**config.mk**
```make
export PLATFORM = sky130hd
export DESIGN_NAME = acs_cell
export DESIGN_NICKNAME = d
export VERILOG_FILES = /design/src/hdl/acs_pkg.sv /design/src/hdl/acs_cell.sv
export SDC_FILE = /design/constraint.sdc
export NUM_CORES = 1
export LEC_CHECK = 0
export BUFFER_PORTS_ARGS = -buffer_cell sky130_fd_sc_hd__buf_2
export CAP_MARGIN = 20
export CORE_MARGIN = 3
export CORE_UTILIZATION = 51
export CTS_BUF_LIST = sky130_fd_sc_hd__clkbuf_4
export CTS_CLUSTER_SIZE = 30
export DETAILED_ROUTE_END_ITERATION = 10
export GPL_ROUTABILITY_DRIVEN = 0
export PLACE_DENSITY = 0.88
export SLEW_MARGIN = 5
export SYNTH_ARGS = -nofsm -noshare
export SYNTH_HDL_FRONTEND = slang
export SYNTH_SLANG_ARGS = --single-unit
```
**constraint.sdc**
```tcl
create_clock -name clk -period 4.1 [get_ports clk]
set_input_delay 0 -clock clk [delete_from_list [all_inputs] [get_ports clk]]
set_output_delay 0 -clock clk [all_outputs]
set_load 0.02 [all_outputs]
```
**src/hdl/acs_pkg.sv**
```systemverilog
`timescale 1ns / 1ps

package acs_pkg;

  localparam int DEF_MAX_COLLIDERS   = 32;
  localparam int DEF_PIVOT_FRAC_BITS = 8;

  // the slot index is five bits wide, so no more than this many slots are ever scanned
  localparam int MAX_SCAN = 32;

  localparam int SLOT_W  = 5;
  localparam int POS_W   = 16;
  localparam int SIZE_W  = 13;
  localparam int SM1_W   = 12;
  localparam int PIV_W   = 9;
  localparam int CH_W    = 16;
  localparam int COORD_W = 18;

  typedef logic [SLOT_W-1:0]         slot_t;
  typedef logic signed [POS_W-1:0]   pos_t;
  typedef logic [SIZE_W-1:0]         size_t;
  typedef logic [SM1_W-1:0]          sm1_t;
  typedef logic [PIV_W-1:0]          piv_t;
  typedef logic [CH_W-1:0]           chan_t;
  typedef logic signed [COORD_W-1:0] coord_t;

  localparam size_t SIZE_MAX     = size_t'(4096);
  localparam chan_t CHANNEL_NONE = '0;

  localparam logic ACT_UPDATE = 1'b0;
  localparam logic ACT_REMOVE = 1'b1;

  typedef enum logic [2:0] {
    S_IDLE,
    S_MUL,
    S_WRITE,
    S_SCAN,
    S_DONE
  } state_t;

  // query that travels down the row of cells
  typedef struct packed {
    coord_t l;
    coord_t t;
    coord_t r;
    coord_t b;
    chan_t  chan;
    slot_t  self;
  } query_t;

  // slot write broadcast to every cell
  typedef struct packed {
    logic   upd;
    logic   clr;
    slot_t  idx;
    coord_t l;
    coord_t t;
    coord_t r;
    coord_t b;
    chan_t  resp;
    logic   active;
  } wr_t;

endpackage

```
**src/hdl/acs_cell.sv**
```systemverilog
`timescale 1ns / 1ps

module acs_cell #(
  parameter int IDX = 0
) (
  input  logic            clk,
  input  logic            rst_n,
  input  acs_pkg::wr_t    wr,
  input  logic            adv,
  input  logic            tok_in_v,
  input  acs_pkg::query_t tok_in,
  output logic            tok_v_o,
  output acs_pkg::query_t tok_o,
  output logic            hit_o
);

  localparam acs_pkg::slot_t MY_IDX = acs_pkg::slot_t'(IDX);

  logic            valid_r;
  logic            active_r;
  acs_pkg::chan_t  resp_r;
  acs_pkg::coord_t l_r;
  acs_pkg::coord_t t_r;
  acs_pkg::coord_t r_r;
  acs_pkg::coord_t b_r;
  logic            tok_v_r;
  acs_pkg::query_t tok_r;

  logic sel;
  logic apart;
  logic match;

  assign sel = (wr.idx == MY_IDX);

  always_ff @(posedge clk) begin
    if (!rst_n) begin
      valid_r  <= 1'b0;
      active_r <= 1'b0;
      tok_v_r  <= 1'b0;
    end else begin
      if (sel && wr.clr) begin
        valid_r  <= 1'b0;
        active_r <= 1'b0;
      end else if (sel && wr.upd) begin
        valid_r  <= 1'b1;
        active_r <= wr.active;
      end
      if (adv) begin
        tok_v_r <= tok_in_v;
      end
    end
  end

  always_ff @(posedge clk) begin
    if (sel && wr.upd) begin
      l_r    <= wr.l;
      t_r    <= wr.t;
      r_r    <= wr.r;
      b_r    <= wr.b;
      resp_r <= wr.resp;
    end
    if (adv) begin
      tok_r <= tok_in;
    end
  end

  // inclusive overlap test against the passing query box
  assign apart = (r_r < tok_r.l) || (l_r > tok_r.r) || (b_r < tok_r.t) || (t_r > tok_r.b);
  assign match = valid_r && active_r && ((tok_r.chan & resp_r) != acs_pkg::CHANNEL_NONE) &&
                 !apart && (tok_r.self != MY_IDX);

  assign hit_o   = tok_v_r && match;
  assign tok_v_o = tok_v_r;
  assign tok_o   = tok_r;

endmodule

```
* Word level (Yosys, flattened, before mapping) *
Cells that the tools add are included.

word-level totals
  memory bits (read-only) = 0
  bits in writable memories = 0
  memories kept = 0
  bits in registers = 184
  bits in latches = 0
  output and inout port bits = 95

cells by class
  magnitude comparators = 4
  mux-type cells = 0
  shift operators = 0
  bitwise gates (word level) = 2
  eq/ne operators = 0
  add/subtract/negate cells = 0
  $mul = 0
  reduce and logical (&&, ||, !) cells = 15
  divide/modulo/power cells = 0

operators by type and width
  cell                 count
  18-bit > comparator  2
  18-bit < comparator  2
  16-bit bitwise AND   1
  16-bit nonzero test  1
  1-bit logical AND    7
  5-bit logical NOT    1
  5-bit nonzero test   1
  1-bit logical OR     3
  2-bit OR reduction   1
  1-bit logical NOT    1
  1-bit inverter       1

* Logic depth before layout (Yosys ltp) *
  depth after elaboration = 8
  gate-level depth with buffers = 8
  mapped depth without buffers = 8

* Least setup slack after synthesis *
OpenSTA, ideal clock, no wires.

  kind = in2reg
  start = input port wr[89] in the netlist's numbering
  end = register active_r
  arrival time = 3,227 ps
  stages = 5
  slack = 801 ps
  buffers on the path = 0
  cells stage by stage = or4_1 nor2_1 and2_1 a32oi_1 nor2b_1

on the way
  longest elaborated chain between the ends = 3
  elaborated cells on any way between the ends = 4

RTL lines
  element                              line            RTL
  start: declaration                   acs_cell.sv:8   input acs_pkg::wr_t wr,
  5-bit logical NOT *                  acs_cell.sv:33  assign sel = (wr.idx == MY_IDX);
  1-bit logical AND                    acs_cell.sv:41  if (sel && wr.clr) begin
  2-bit OR reduction (no source line)  n/a
  end signal: assignment               acs_cell.sv:46  active_r <= wr.active;
  end: declaration                     acs_cell.sv:20  logic active_r;

Every way passes the cells marked *; elsewhere a longest branch is shown, timed or not.
A chain may end at the register's enable or synchronous reset.

* Worst setup path after layout *
  start = register tok_r, in the netlist tok_o[72]
  end = output port hit_o

on the way
  longest elaborated chain between the ends = 7

RTL lines
  element                         line            RTL
  start: declaration              acs_cell.sv:27  acs_pkg::query_t tok_r;
  start signal: assignment        acs_cell.sv:63  tok_r <= tok_in;
  18-bit < comparator             acs_cell.sv:68  assign apart = (r_r < tok_r.l) || (l_r > tok_r.r) || (b_r < tok_r.t) || (t_r > tok_r.b);
  1-bit logical OR (2 in series)  acs_cell.sv:68
  1-bit logical NOT               acs_cell.sv:70  !apart && (tok_r.self != MY_IDX);
  1-bit logical AND               acs_cell.sv:69  assign match = valid_r && active_r && ((tok_r.chan & resp_r) != acs_pkg::CHANNEL_NONE) &&
  1-bit logical AND               acs_cell.sv:70
  1-bit logical AND               acs_cell.sv:72  assign hit_o = tok_v_r && match;
  end: declaration                acs_cell.sv:14  output logic hit_o

No other way between the ends.

==> out/qor.yml <==
status: "completed"
synth_fa_ha_area_share_pct: 11.7
syn_area_sq_um: 7470
path_class: "flop to output pin"
netlist_instances: 457
drc_errors: 0
totalWireLength_um: 25700
p_total_uw: 4000
start_kind: "flop"
port_buffers: 287
htreeDepth: 4
clock_latency_ns: 0.56
die_w_um: 127
cts_buffers: 17
ios: 288
cp-startpoint: "tok_o[72]"
place_hpwl_um: 13700
via_per_inst: 5.47
hold_viol_final: 0
hp-class: "input pin to flop"
combPwrFrac_pct: 15.7
die_h_um: 127
dp_cells: 926
end_kind: "output pin"
synth-seq-area-share_pct: 73.6
synth_area_leaders: "edfxtp_1, ha_1, inv_1"
seq_power_share_pct: 55.4
drive_gt1_share_pct: 34.0
hold_buffers: 186
dr.pass1.iters: 6
yosys.area_share.simple_pct: 4.24
intPower_uw: 2950
coreArea_sq_um: 14100
stdcell_count: 1149
ys_ff_latch: 184
place_area_sq_um: 9150
post_cts_buffers: 0
synth_compound_area_share_pct: 6.48
r2r_slack_ns: 2.82
rows: 43
grt_first_pass_wirelength_um: 37100
powerDensity_nw_per_um2: 351
cts-root-buf: "clkbuf_4"
nets: 1218
layout_common_cells: "buf_2, dlygate4sd3_1, edfxtp_1"
overflow: 0
synth_async_sr_flop_share_pct: 0
drtIter0Drc: 476
num_vias: 6289
ant_nets: 0
clk_path_buf_depth: 2
required_ns: 4.10
max_slew.worst_pin.slew_ns: 0.835
synth-edff-count: 181
cp-endpoint: "hit_o"
setup_viol: 0
synth_xor_area_share_pct: 0
r2r_cells: 3
fin_ws_ns: 1.02
die_area_sq_um: 16100
antenna_found_initial: 2
switching_share_pct: 26.2
fmax_ghz: 0.325
clock-sinks: 184
wl_per_cell_um: 22.4
rsz0062_at_grt: "no"
start_util_pct: 53.0
r2r_start: "active_r"
r2r-end: "active_r"
clkPwrFrac_pct: 28.9
syn-mean-instance-area_sq_um: 16.3
synthMuxAreaShare_pct: 0.134
grt_max_degree: 82
final_common_cell: "buf_2"
arrival_ns: 3.08
yosys.cell_types.count: 41
synth_top_family_by_area: "adder cells"
max_cap_viol_count: 0
syn2layout_area_growth_pct: 52.6
skew_ns: 0
ctsResizeCount: 0
track_usage_pct: 30.7
peakVddDrop_mv: 0.349
synth_ff_type: "edfxtp_1"
fin_crit_ns: 3.08
yosysTopAreaCellShare_pct: 72.8
finalCritPeriodShare_pct: 75.1
p_sw_uw: 1050
yosysWarnings: 0
cts_tree: "yes"
final_area_sq_um: 11400
clk_transition_reported_paths_ns: 0.19
synth_top_area_cell: "edfxtp_1"
slew_headroom_pct: 42.9
p_leak_uw: 0.00508
finalMaxSlewViolations: 0
post-place-ws_ns: 1.75
grt_pass1_vias: 6794
worstPathMaxFanout: 2
syn_nets: 720
setup_tns_ns: 0
-- synthesized netlist by cell type (2+ instances only) --
| master | n |
|---|---|
| a2111oi_0 | 2 |
| nor2_1 | 7 |
| a21oi_1 | 20 |
| nand2_1 | 13 |
| a221oi_1 | 5 |
| a32oi_1 | 2 |
| o21ai_0 | 7 |
| nand4_1 | 11 |
| nor3_1 | 2 |
| edfxtp_1 | 181 |
| a21o_1 | 11 |
| ha_1 | 70 |
| dfxtp_1 | 3 |
| inv_1 | 76 |
| nand3_1 | 5 |
| a31oi_1 | 2 |
| o211a_1 | 2 |
| or4_1 | 2 |
| a22o_1 | 4 |
| o21a_1 | 2 |
| o211ai_1 | 4 |
| a211oi_1 | 2 |
| nand2b_1 | 4 |
| nor2b_1 | 3 |
-- how the worst min path moves through the flow --
stage                from   endpoint  slack, ns  cells after the start
2_1_floorplan      wr[17]     b_r[0]        0.1                      0
3_3_place_gp   tok_in[41]  tok_o[41]       0.18                      1
3_5_place_dp   tok_in[79]  tok_o[79]       0.18                      1
4_1_cts               adv  tok_o[78]       0.04                      1
5_1_grt            wr[91]    r_r[16]       0.01                      4
6_report              adv  tok_o[84]       0.06                      1
-- cell type report --
cell class | instances | area [sq um]
fill | 688 | 2700
multi-input combinational | 197 | 1690
tap | 180 | 225
sequential | 184 | 5500
antenna | 3 | 7.51
clock inverter | 13 | 193
clock buffer | 17 | 128
inverter | 76 | 285
timing repair buffer | 479 | 3370
-- cells by family (layout without fill, tap and decap cells) --
family,count (synthesis),after routing
multiplexers,1,1
adder cells (fa/ha/maj),70,70
buffers and inverters,76,585
flip-flops,184,184
other,0,3
AND/OR/NAND/NOR,56,56
AO/OA/AOI/OAI,70,70
-- registers in the layout (all words and copies together) (netlist names), 16 cells and up --
register  cells
t_r          18
tok_o        93
b_r          18
resp_r       16
l_r          18
r_r          18
-- per-stage QoR --
stage	util [%]	hold slack, ns
final	80.8	0.0587
after detailed placement	64.9	0.178
after global routing	80.8	0.0146
after global placement	64.9	0.176
after floorplan	-	0.0989
after CTS	80.4	0.0438
-- critical path, stage by stage (launching register included) --
cell and delay (ns):
edfxtp_1 0.38, inv_1 0.05, ha_1 0.34, a21o_1 0.21, a2111oi_0 0.77, o211ai_1 0.25
a31oi_1 0.28, nor4_2 0.07, buf_2 0.17
-- power by group through the flow --
| stage | Combinational [uW] | Sequential [uW] | Clock [uW] |
|---|---|---|---|
| 4_1_cts | 586 | 2200 | 1120 |
| 2_1_floorplan | 117 | 2340 | 0 |
| 3_5_place_dp | 442 | 2250 | 0 |
| 6_report | 628 | 2210 | 1150 |
| 5_1_grt | 669 | 2220 | 1230 |
| 3_3_place_gp | 425 | 2240 | 0 |
-- routing by layer --
layer | GRT usage, % | share of wire [%]
met1 | 31.9 | 32
met2 | 56.2 | 52
met3 | 9.41 | 9.8
met4 | 15.2 | 5.6
met5 | 0 | 0
No activity file was read; power rests on OpenSTA's default activity.
