$ cat src/hdl/acs_pkg.sv
`timescale 1ns / 1ps

package acs_pkg;

  localparam int DEF_MAX_COLLIDERS   = 32;
  localparam int DEF_PIVOT_FRAC_BITS = 8;

  // the slot index is five bits wide, so no more than this many slots are ever scanned
  localparam int MAX_SCAN = 32;

  localparam int SLOT_W  = 5;
  localparam int POS_W   = 16;
  localparam int SIZE_W  = 13;
  localparam int SM1_W   = 12;
  localparam int PIV_W   = 9;
  localparam int CH_W    = 16;
  localparam int COORD_W = 18;

  typedef logic [SLOT_W-1:0]         slot_t;
  typedef logic signed [POS_W-1:0]   pos_t;
  typedef logic [SIZE_W-1:0]         size_t;
  typedef logic [SM1_W-1:0]          sm1_t;
  typedef logic [PIV_W-1:0]          piv_t;
  typedef logic [CH_W-1:0]           chan_t;
  typedef logic signed [COORD_W-1:0] coord_t;

  localparam size_t SIZE_MAX     = size_t'(4096);
  localparam chan_t CHANNEL_NONE = '0;

  localparam logic ACT_UPDATE = 1'b0;
  localparam logic ACT_REMOVE = 1'b1;

  typedef enum logic [2:0] {
    S_IDLE,
    S_MUL,
    S_WRITE,
    S_SCAN,
    S_DONE
  } state_t;

  // query that travels down the row of cells
  typedef struct packed {
    coord_t l;
    coord_t t;
    coord_t r;
    coord_t b;
    chan_t  chan;
    slot_t  self;
  } query_t;

  // slot write broadcast to every cell
  typedef struct packed {
    logic   upd;
    logic   clr;
    slot_t  idx;
    coord_t l;
    coord_t t;
    coord_t r;
    coord_t b;
    chan_t  resp;
    logic   active;
  } wr_t;

endpackage

$ cat src/hdl/acs_edge.sv
`timescale 1ns / 1ps

module acs_edge #(
  parameter int PIVOT_FRAC_BITS = acs_pkg::DEF_PIVOT_FRAC_BITS
) (
  input  logic            clk,
  input  logic            ld,
  input  acs_pkg::pos_t   pos,
  input  acs_pkg::size_t  size,
  input  acs_pkg::piv_t   pivot,
  output acs_pkg::coord_t lo,
  output acs_pkg::coord_t hi
);

  localparam int PIV_ONE = 1 << PIVOT_FRAC_BITS;

  acs_pkg::size_t size_c;
  acs_pkg::sm1_t  sm1;
  acs_pkg::piv_t  piv_c;

  acs_pkg::pos_t  pos_r;
  acs_pkg::sm1_t  sm1_r;
  acs_pkg::piv_t  piv_r;
  acs_pkg::sm1_t  off_r;

  logic [acs_pkg::SM1_W+acs_pkg::PIV_W-1:0] prod;

  // saturate size and pivot to their legal ranges
  always_comb begin
    if (size == '0) begin
      size_c = acs_pkg::size_t'(1);
    end else if (size > acs_pkg::SIZE_MAX) begin
      size_c = acs_pkg::SIZE_MAX;
    end else begin
      size_c = size;
    end
    sm1 = acs_pkg::sm1_t'(size_c - acs_pkg::size_t'(1));
    if (int'(pivot) > PIV_ONE) begin
      piv_c = acs_pkg::piv_t'(PIV_ONE);
    end else begin
      piv_c = pivot;
    end
  end

  always_ff @(posedge clk) begin
    if (ld) begin
      pos_r <= pos;
      sm1_r <= sm1;
      piv_r <= piv_c;
    end
  end

  assign prod = sm1_r * piv_r;

  // product is non-negative, so the shift is the truncated offset
  always_ff @(posedge clk) begin
    off_r <= acs_pkg::sm1_t'(prod >> PIVOT_FRAC_BITS);
  end

  assign lo = acs_pkg::coord_t'(pos_r) - acs_pkg::coord_t'(off_r);
  assign hi = lo + acs_pkg::coord_t'(sm1_r);

endmodule

$ cat config.mk
export PLATFORM = sky130hd
export DESIGN_NAME = acs_edge
export DESIGN_NICKNAME = d
export VERILOG_FILES = /design/src/hdl/acs_pkg.sv /design/src/hdl/acs_edge.sv
export SDC_FILE = /design/constraint.sdc
export NUM_CORES = 1
export LEC_CHECK = 0
export BUFFER_PORTS_ARGS = -buffer_cell sky130_fd_sc_hd__buf_4
export CAP_MARGIN = 20
export CORE_ASPECT_RATIO = 1.4
export CORE_UTILIZATION = 40
export CTS_CLUSTER_SIZE = 40
export DETAILED_ROUTE_END_ITERATION = 16
export PLACE_DENSITY = 0.68
export RECOVER_POWER = 50
export SLEW_MARGIN = 20
export SYNTH_ARGS = -nofsm -noshare
export SYNTH_HDL_FRONTEND = slang
export SYNTH_SLANG_ARGS = --single-unit
$ cat constraint.sdc
create_clock -name clk -period 4.6 [get_ports clk]
set_input_delay 0.23 -clock clk [delete_from_list [all_inputs] [get_ports clk]]
set_output_delay 0.23 -clock clk [all_outputs]
set_load 0.1 [all_outputs]
Word level (Yosys, flattened, before mapping)
Cells that the tools add are included.
- $mul: 1
- multiplexer cells: 2
- magnitude comparators: 2
- reductions and logical operators: 1
- $add $sub $neg: 3
- operator list (operator ; count):
    two-way mux 12 bit ; 2
    multiplier 12 x 9 -> 20 bit ; 1
    adder 17 x 13 -> 18 bit ; 1
    subtractor 16 x 13 -> 17 bit ; 1
    greater-than comparator 13 bit (second input constant) ; 1
    logical NOT 13 bit ; 1
    subtractor 12 x 1 -> 12 bit (second input constant) ; 1
    greater-than comparator 9 bit (second input constant) ; 1
- register bits after elaboration: 49
- word-level logic and storage cells: 13
- output and inout bits: 36

Longest topological paths before layout
Gate-level depths: netlist of the first run.
- depth after elaboration: 4
- gate-level depth with buffers: 18
- depth with buffers taken out: 17

Worst setup path before layout of the first run
Ideal clock, no wire load.
- kind: register to output
- start: reg pos_r[0]
- end: out hi[13]
- cell stages (with the launch flop): 17
- path buffers: 0
- slack: -1.540 ns
- arrival: 5.910 ns
- cell sequence: edfxtp_1 inv_1 ha_1 inv_1 fa_1 a211oi_1 o21a_1 o31ai_2 o21a_1 nor2_1 xnor2_1 ha_1 or3_1 o21ai_0 a21o_1 nor2_1 xnor2_1
- word-level cells in the longest chain between the ends: 2
- ends and longest elaborated chain (element ; line ; text):
    start, declared ; acs_edge.sv:21 ; acs_pkg::pos_t pos_r;
    start signal, assigned ; acs_edge.sv:47 ; pos_r <= pos;
    subtractor 16 x 13 -> 17 bit ; acs_edge.sv:60 ; assign lo = acs_pkg::coord_t'(pos_r) - acs_pkg::coord_t'(off_r);
    net lo[10] ; acs_edge.sv:11 ; output acs_pkg::coord_t lo,
    adder 17 x 13 -> 18 bit ; acs_edge.sv:61 ; assign hi = lo + acs_pkg::coord_t'(sm1_r);
    end, declared ; acs_edge.sv:12 ; output acs_pkg::coord_t hi
The timed path passes the listed nets, and every way through them passes these cells.

Worst setup path in the final report of the first run
- start: reg piv_r[3]
- end: reg off_r[9]
- word-level cells in the longest chain between the ends: 1
- ends and longest elaborated chain (element ; line ; text):
    start, declared ; acs_edge.sv:23 ; acs_pkg::piv_t piv_r;
    start signal, assigned ; acs_edge.sv:49 ; piv_r <= piv_c;
    multiplier 12 x 9 -> 20 bit ; acs_edge.sv:53 ; assign prod = sm1_r * piv_r;
    net prod, one bit ; acs_edge.sv:26 ; logic [acs_pkg::SM1_W+acs_pkg::PIV_W-1:0] prod;
    end signal, assigned ; acs_edge.sv:57 ; off_r <= acs_pkg::sm1_t'(prod >> PIVOT_FRAC_BITS);
    end, declared ; acs_edge.sv:24 ; acs_pkg::sm1_t off_r;
The timed path passes the listed nets, and every way through them passes these cells.
A chain may end at the register's enable or synchronous reset.

==> impl_metrics.toml, run 1 <==
[synth]
ys.flop_type = "edfxtp_1"
synth_top_area_cell = "fa_1"
syn_nets = 824
ys_ff_latch = 49
netlist-cell-type-count = 59
avgSynthCellArea_um2 = 9.36
syn_inst = 653
syn_area_um2 = 6110
synth.top_cell.area_share_pct = 23.3
yosysWarnings = 0
synthTopCellsByArea = "fa_1 23%, edfxtp_1 18%, ha_1 12%, inv_1 6.9%, and2_1 5.7%"
synthArstFlopShare_pct = 0
synth_edf_count = 37
yosysSeqAreaShare_pct = 22.1

[sta]
drv_slew = 38
post-route-period-util_pct = 99.0
max_freq_mhz = 220
slew_headroom_pct = -39.8
fin_tns_setup_ns = 0
finalSetupViolations = 0
period_needed_ns = 4.55
tightest_slew_ns = 2.10
finClkSkew_ns = 0.00228
rsz0062_at_grt = "yes"
hold_viol_final = 0

[route]
drtIter0Drc = 241
vias = 4867
wl_um = 14500
post-route-drc-count = 0
avgRoutedWirePerCell_um = 15.0
vias_per_cell = 5.01
first_pass_iters = 4
ant_nets = 0

[global_route]
grt_pass1_vias = 5177
antenna_found_initial = 0
track_usage_pct = 19.2
grt_pass1_wl_um = 23700
grtUsageMet1_pct = 19.5
grt_overflow = 0
grt_start_max_net_pins = 38
busiest_layer = "met2"
grt_util_met3_pct = 1.75
gr-usage-met2_pct = 40.0

[min_path]
hold_class = "primary input to register"
holdPathStages = 1
hp-start = "pos[14]"
hold_end = "pos_r[14]"

[critical_path]
rrSetupSlack_ns = 0.05
rr_endpoint = "off_r[9]"
critPathLaunchType = "register"
slowest_stage = "fa_1"
cp_num_buf_inv = 5
rr_worst_depth = 18
cp_common_cell = "fa_1"
critPathTopFamily = "adder cells"
rr_startpoint = "piv_r[3]"
crit_arrival_ns = 4.77
path_class = "register to register"
cp.required_ns = 4.82
critPathMaxFanout = 4
end_kind = "register"
worst_path_largest_cell_delay_ns = 0.54
cp_cell_sequence = "buf_6, buf_6, and2_4, fa_2, fa_1, fa_1, inv_1, fa_1, inv_2, ha_4, nor4_4, o41ai_4, a311oi_2, buf_4, nor4b_4, o31a_2, nor2_2, xnor2_1"

[finish]
diodes = 0
area_growth_pct = 30.9
multi_input_area_um2 = 4820
drive_above_1_share_pct = 29.4
fillers = 1337
ff_latch_area_um2 = 1350
nets = 950

[outcome]
violations = "max-capacitance violations, max-slew violations"
status = "complete, but fails checks"

[clock_network]
cts.clk_slew.worst_paths_ns = 0.07
cts.sinks = 49
cts_tree = "built"
cts_buffers = 5
insertion_delay_ns = 0.29
cts_buffer_depth = 2
cts_root_buf = "clkbuf_16"
h-tree-depth = 2

[place]
gp_congestion = 0.911
numPortBuffers = 75
hpwl_um = 12200

[floorplanning]
start_util_pct = 40.8
die-width_um = 106
pin_count = 76
rows = 53
die_h_um = 148
die_area_um2 = 15800
coreArea_um2 = 15000

[flow_run]
cap_violations = 1
## layout by cell type (no fill, tap or decap), drive strengths merged, types with 4 or more instances in the layout
cell type,netlist,final
a21oi,22,22
o21a,4,4
a21o,6,6
edfxtp,37,37
fa,71,71
a211oi,7,7
xor2,6,6
nor3,14,14
o31ai,5,5
nor2,33,33
nand2,67,67
nand2b,4,4
a31oi,4,4
buf,1,116
o21ai,16,16
nor2b,14,14
nor4,4,4
clkinv,1,4
dfxtp,12,12
xnor2,37,37
ha,60,60
or3,6,6
inv,113,113
clkbuf,14,23
and2,61,61
## repair_timing
action	4_1_cts	5_1_grt
hold buffers	0	0
endpoints found under the setup margin	4	6
pin swaps	7	43
buffers inserted	14	10
resized for setup	8	44
## metal layers
| metal | up-vias | wire, um |
|---|---|---|
| li1 | 2370 | - |
| met1 | 2381 | 5440 |
| met2 | 102 | 8440 |
| met3 | 14 | 405 |
| met4 | 0 | 258 |
| met5 | - | 0 |
## Yosys cell counts (4+ instances only)
master and instances:
a21o_1 6, a31oi_1 4, nand2b_1 4, dfxtp_1 12, fa_1 71, o21ai_0 14
o21a_1 4, nor4_1 4, xor2_1 6, nor2b_1 14, and2_2 5, ha_1 60
a211oi_1 6, nor2_1 33, and2_1 56, or3_1 6, edfxtp_1 37, clkbuf_1 14
inv_1 113, nor3_1 13, nand2_1 66, a21oi_1 21, xnor2_1 37
## registers in the layout (all words and copies together) (netlist names)
register and count:
sm1_r 12, pos_r 16, off_r 12, piv_r 9
## worst max-delay path by stage
stage / start / to / slack (ns) / cells after the start
floorplan: pos_r[0] / hi[16] / -0.37 / 15
global route: sm1_r[5] / off_r[11] / -0.12 / 18
finish: piv_r[3] / off_r[9] / 0.05 / 18
detailed placement: sm1_r[4] / off_r[11] / -0.12 / 17
global placement: piv_r[1] / off_r[11] / -0.03 / 17
CTS: piv_r[3] / off_r[11] / 0.02 / 16
## cell families after synthesis
kind of cell	after synthesis	synth area share (%)
AOI/OAI and AO/OA	83	9.54
xor gates and xnor gates	43	6.16
adders and majority gates	131	35.5
buffers and inverters	129	7.98
DFF	49	22.1
muxes	1	0.184
and+or+nand+nor	217	18.5
## per-stage QoR
| step | util (%) | worst slack, ns | std cells | cell area (um2) | hold WS [ns] |
|---|---|---|---|---|---|
| CTS | 51.7 | 0.0163 | 962 | 7750 | 0.102 |
| global placement | 49.8 | -0.0347 | 940 | 7460 | 0.408 |
| finish | 53.4 | 0.0459 | 972 | 8010 | 0.133 |
| detailed placement | 49.8 | -0.120 | 940 | 7460 | 0.410 |
| floorplan | - | -0.368 | 653 | 6460 | 0.329 |
| global route | 53.4 | -0.117 | 972 | 8010 | 0.126 |
## worst register-to-register path, cell delays in order (launching register included)
cell and delay [ns]:
edfxtp_1 0.47, buf_6 0.16, buf_6 0.11, and2_4 0.15, fa_2 0.36, fa_1 0.47
fa_1 0.54, inv_1 0.05, fa_1 0.49, inv_2 0.05, ha_4 0.16, nor4_4 0.29
o41ai_4 0.15, a311oi_2 0.27, buf_4 0.17, nor4b_4 0.06, o31a_2 0.30, nor2_2 0.12
xnor2_1 0.12
## area by class of cell
type / instances / share of cell area [%]
clock buffer: 5 / 1.56
clock inverter: 3 / 0.219
inverter: 114 / 5.35
multi-input combinational: 475 / 60.2
sequential: 49 / 16.9
tap: 192 / 3.00
timing repair buffer: 134 / 12.8
Power of run 1 is left out: the tool's default activity adds up to more than one toggle a clock period on the data nets, which glitch-free logic cannot reach.
==> inputs of run 2 (changes only) <==
--- a/config.mk
+++ b/config.mk
@@ -11,8 +11,9 @@
 export CORE_UTILIZATION = 40
 export CTS_CLUSTER_SIZE = 40
 export DETAILED_ROUTE_END_ITERATION = 16
-export PLACE_DENSITY = 0.68
+export PLACE_DENSITY = 0.66
 export RECOVER_POWER = 50
+export REMOVE_ABC_BUFFERS = 1
 export SLEW_MARGIN = 20
 export SYNTH_ARGS = -nofsm -noshare
 export SYNTH_HDL_FRONTEND = slang
==> constraint.sdc (replaced) <==
create_clock -name clk -period 4.4 [get_ports clk]
set_input_delay 0.22 -clock clk [delete_from_list [all_inputs] [get_ports clk]]
set_output_delay 0.22 -clock clk [all_outputs]
set_load 0.1 [all_outputs]
==> impl_metrics.toml, run 2 (same netlist as run 1, synthesis figures left out) <==
[sta]
finalSetupViolations = 5
slew_headroom_pct = -46.6
tightest_slew_ns = 2.20
post-route-period-util_pct = 103
max_freq_mhz = 221
drv_slew = 38
period_needed_ns = 4.52
hold_viol_final = 0
fin_tns_setup_ns = -0.361
setup_ws_ns = -0.121
rsz0062_at_grt = "yes"
finClkSkew_ns = 0.00809

[route]
vias_per_cell = 4.96
first_pass_iters = 8
post-route-drc-count = 0
ant_nets = 0
vias = 4907
drtIter0Drc = 229
wl_um = 14200
avgRoutedWirePerCell_um = 14.3

[critical_path]
end_kind = "register"
rrSetupSlack_ns = -0.12
slowest_stage = "fa_2"
cp_cell_sequence = "buf_6, buf_4, and2_4, fa_2, fa_2, fa_1, inv_1, fa_2, inv_2, ha_4, a311oi_4, nor4b_4, o31a_2, nor2_2, xnor2_1"
critPathTopFamily = "adder cells"
cp.required_ns = 4.62
critPathMaxFanout = 5
cp_num_buf_inv = 4
path_class = "register to register"
crit_arrival_ns = 4.74
critPathLaunchType = "register"
worst_path_largest_cell_delay_ns = 0.58
cp_common_cell = "fa_2"

[clock_network]
cts_buffer_depth = 2
insertion_delay_ns = 0.30
cts_root_buf = "clkbuf_16"
cts.sinks = 49
cts_buffers = 5
cts_hold_buf = 0
h-tree-depth = 2
cts_tree = "built"
cts.clk_slew.worst_paths_ns = 0.07

[finish]
final_common_cell = "buf_4"
diodes = 0
drive_above_1_share_pct = 28.9
reg_top3 = "pos_r: 16 flops, off_r: 12 flops, sm1_r: 12 flops"
nets = 968
largest_reg_flops = 16
final_cell_mix = "119 x buf_4, 105 x inv_1, 67 x fa_1"
largest_register = "pos_r"
area_growth_pct = 29.3

[floorplanning]
die_area_um2 = 15800
coreArea_um2 = 15000
pin_count = 76
start_util_pct = 40.8
die_h_um = 148
rows = 53
die-width_um = 106

[global_route]
grt_pass1_vias = 5267
grt_start_max_net_pins = 38
grt_overflow = 0
antenna_found_initial = 0
track_usage_pct = 18.6
grt_pass1_wl_um = 23300

[place]
hpwl_um = 11700
gp_congestion = 0.826
numPortBuffers = 75

[min_path]
hold_class = "primary input to register"

[outcome]
status = "complete, but fails checks"
violations = "max-capacitance violations, max-slew violations, negative setup slack"

[flow_run]
cap_violations = 1
[run 2: cell types whose count changed in the layout (fill, tap and decap cells not counted), moves of 6 or more]
cell | previous run | this run
buf_4 | 107 | 119
xnor2_4 | 7 | 0
buf_6 | 8 | 15
and2_4 | 2 | 8
xnor2_2 | 6 | 0
xnor2_1 | 24 | 37
[run 2: metrics by stage]
step / hold WS (ns) / setup WS, ns / instance area [um2] / utilization [%] / std cells
2_1_floorplan: 0.319 / -1.73 / 6050 / - / 638
3_3_place_gp: 0.399 / -0.192 / 7270 / 48.5 / 960
3_5_place_dp: 0.399 / -0.257 / 7270 / 48.5 / 960
4_1_cts: 0.0902 / -0.149 / 7670 / 51.2 / 982
5_1_grt: 0.112 / -0.230 / 7910 / 52.8 / 990
6_report: 0.117 / -0.121 / 7910 / 52.8 / 990
[run 2: area by class of cell]
class,count,area [um2]
Multi-Input combinational cell,475,4530
Clock inverter,3,46.3
Fill cell,1340,7080
Inverter,114,428
Timing Repair Buffer,152,1190
Clock buffer,5,125
Tap cell,192,240
Sequential cell,49,1350
[run 2: worst paths after layout]
| kind | from | endpoint | depth (start not counted) |
|---|---|---|---|
| setup reg to reg | sm1_r[2] | off_r[9] | 15 |
| hold / removal | pos[3] | pos_r[3] | 1 |
| hold reg to reg | sm1_r[11] | off_r[11] | 4 |
| setup / recovery | sm1_r[2] | off_r[9] | 15 |
[run 2: timing repair]
| item | CTS | global route |
|---|---|---|
| setup endpoints to repair | 8 | 17 |
| setup buffers | 14 | 10 |
| pin swaps | 39 | 40 |
| gates cloned | 0 | 0 |
| gates resized for setup | 29 | 52 |
[run 2: metal layers]
metal	up-vias	share of wire [%]	global-route usage, %
met5	-	0	0
li1	2398	-	-
met1	2377	40	19.6
met4	0	3.2	7.40
met3	35	2.1	1.45
met2	97	55	37.3
Power of run 2 is left out for the same reason.
==> inputs of run 3 (changes only) <==
--- a/config.mk
+++ b/config.mk
@@ -11,7 +11,6 @@
 export CORE_UTILIZATION = 40
 export CTS_CLUSTER_SIZE = 40
 export DETAILED_ROUTE_END_ITERATION = 16
-export PLACE_DENSITY = 0.66
 export RECOVER_POWER = 50
 export REMOVE_ABC_BUFFERS = 1
 export SLEW_MARGIN = 20
==> impl_metrics.toml, run 3 (same netlist as run 1, synthesis figures left out) <==
[clock_network]
h-tree-depth = 2
cts_tree = "built"
cts.clk_slew.worst_paths_ns = 0.07
cts_buffer_depth = 2
cts_buffers = 5
cts.sinks = 49
cts_root_buf = "clkbuf_16"
cts_hold_buf = 0
insertion_delay_ns = 0.30

[outcome]
violations = "max-capacitance violations, max-slew violations, negative setup slack"
status = "complete, but fails checks"

[floorplanning]
rows = 53
start_util_pct = 40.8
die_h_um = 148
pin_count = 76
coreArea_um2 = 15000
die_area_um2 = 15800
die-width_um = 106

[finish]
fillers = 1360
largest_register = "pos_r"
final_common_cell = "buf_4"
diodes = 0
reg_top3 = "pos_r: 16 flops, off_r: 12 flops, sm1_r: 12 flops"
drive_above_1_share_pct = 30.2
largest_reg_flops = 16
final_cell_mix = "121 x buf_4, 103 x inv_1, 66 x fa_1"
area_growth_pct = 30.9
nets = 975

[sta]
setup_ws_ns = -0.0980
tightest_slew_ns = 2.14
slew_headroom_pct = -42.6
drv_slew = 38
finalSetupViolations = 5
post-route-period-util_pct = 102
hold_viol_final = 0
max_freq_mhz = 222
rsz0062_at_grt = "yes"
period_needed_ns = 4.50
fin_tns_setup_ns = -0.245
finClkSkew_ns = 0.00540

[route]
wl_um = 14700
first_pass_iters = 6
vias = 5033
avgRoutedWirePerCell_um = 14.7
ant_nets = 0
post-route-drc-count = 0
drtIter0Drc = 202
vias_per_cell = 5.05

[global_route]
grtUsageMet1_pct = 20.0
grt_start_max_net_pins = 38
grt_overflow = 0
track_usage_pct = 18.9
grt_pass1_wl_um = 23600
busiest_layer = "met2"
grt_pass1_vias = 5228
grt_util_met3_pct = 1.88
gr-usage-met2_pct = 37.1
antenna_found_initial = 0

[flow_run]
cap_violations = 1

[place]
hpwl_um = 11900
numPortBuffers = 75
gp_congestion = 0.845
place_worst_setup_slack_ns = -0.286

[critical_path]
cp.required_ns = 4.63
path_class = "register to register"
end_kind = "register"
critPathLaunchType = "register"
crit_arrival_ns = 4.73
critPathMaxFanout = 4
rr_worst_depth = 17

[min_path]
holdPathStages = 1
hold_class = "primary input to register"
run 3: cell count changes in the layout (fill, tap and decap cells not counted), sizes merged:
cell and delta:
clkinvlp -1, buf +7, inv +1
run 3: stage by stage:
step / cell area (um2) / cells / utilization [%] / hold WS (ns)
2_1_floorplan: 6050 / 638 / - / 0.319
3_3_place_gp: 7270 / 960 / 48.5 / 0.398
3_5_place_dp: 7270 / 960 / 48.5 / 0.400
4_1_cts: 7690 / 986 / 51.3 / 0.0857
5_1_grt: 8000 / 997 / 53.4 / 0.108
6_report: 8000 / 997 / 53.4 / 0.114
run 3: area by class of cell:
cell class | count | area (um2) | area share [%]
timing repair buffer | 159 | 1260 | 15.8
clock buffer | 5 | 125 | 1.56
inverter | 114 | 428 | 5.35
sequential | 49 | 1350 | 16.9
clock inverter | 3 | 50.0 | 0.626
tap | 192 | 240 | 3.00
multi-input combinational | 475 | 4540 | 56.8
run 3: worst max-delay path: stages, from the launching register on:
cell      delay, ns
edfxtp_1       0.45
buf_6          0.13
nand2_2        0.04
fa_1           0.51
inv_1          0.05
fa_1           0.48
inv_1          0.05
fa_1           0.46
fa_1           0.49
inv_1          0.05
ha_2           0.20
nor4_4         0.31
o41ai_4        0.16
a311oi_4       0.37
nor4b_4        0.12
o31a_2         0.36
nor2_2         0.10
xnor2_1        0.11
run 3: final timing paths:
| check | from | end | slack [ns] |
|---|---|---|---|
| hold / removal | pos[6] | pos_r[6] | 0.11 |
| setup / recovery | sm1_r[7] | off_r[9] | -0.1 |
| hold reg to reg | sm1_r[11] | off_r[11] | 0.94 |
| setup reg to reg | sm1_r[7] | off_r[9] | -0.1 |
run 3: what timing repair did:
item | in CTS | in global routing
gates resized for setup | 28 | 62
buffers inserted | 18 | 12
pin swaps | 32 | 36
gates cloned | 0 | 0
setup endpoints to repair | 8 | 16
run 3: per-layer routing:
layer  vias up  part of all wire, %
met4         0                  3.6
met3        33                  2.7
met1      2444                   39
li1       2425                    -
met2       131                   55
met5         -                    0
Power of run 3 is left out for the same reason.
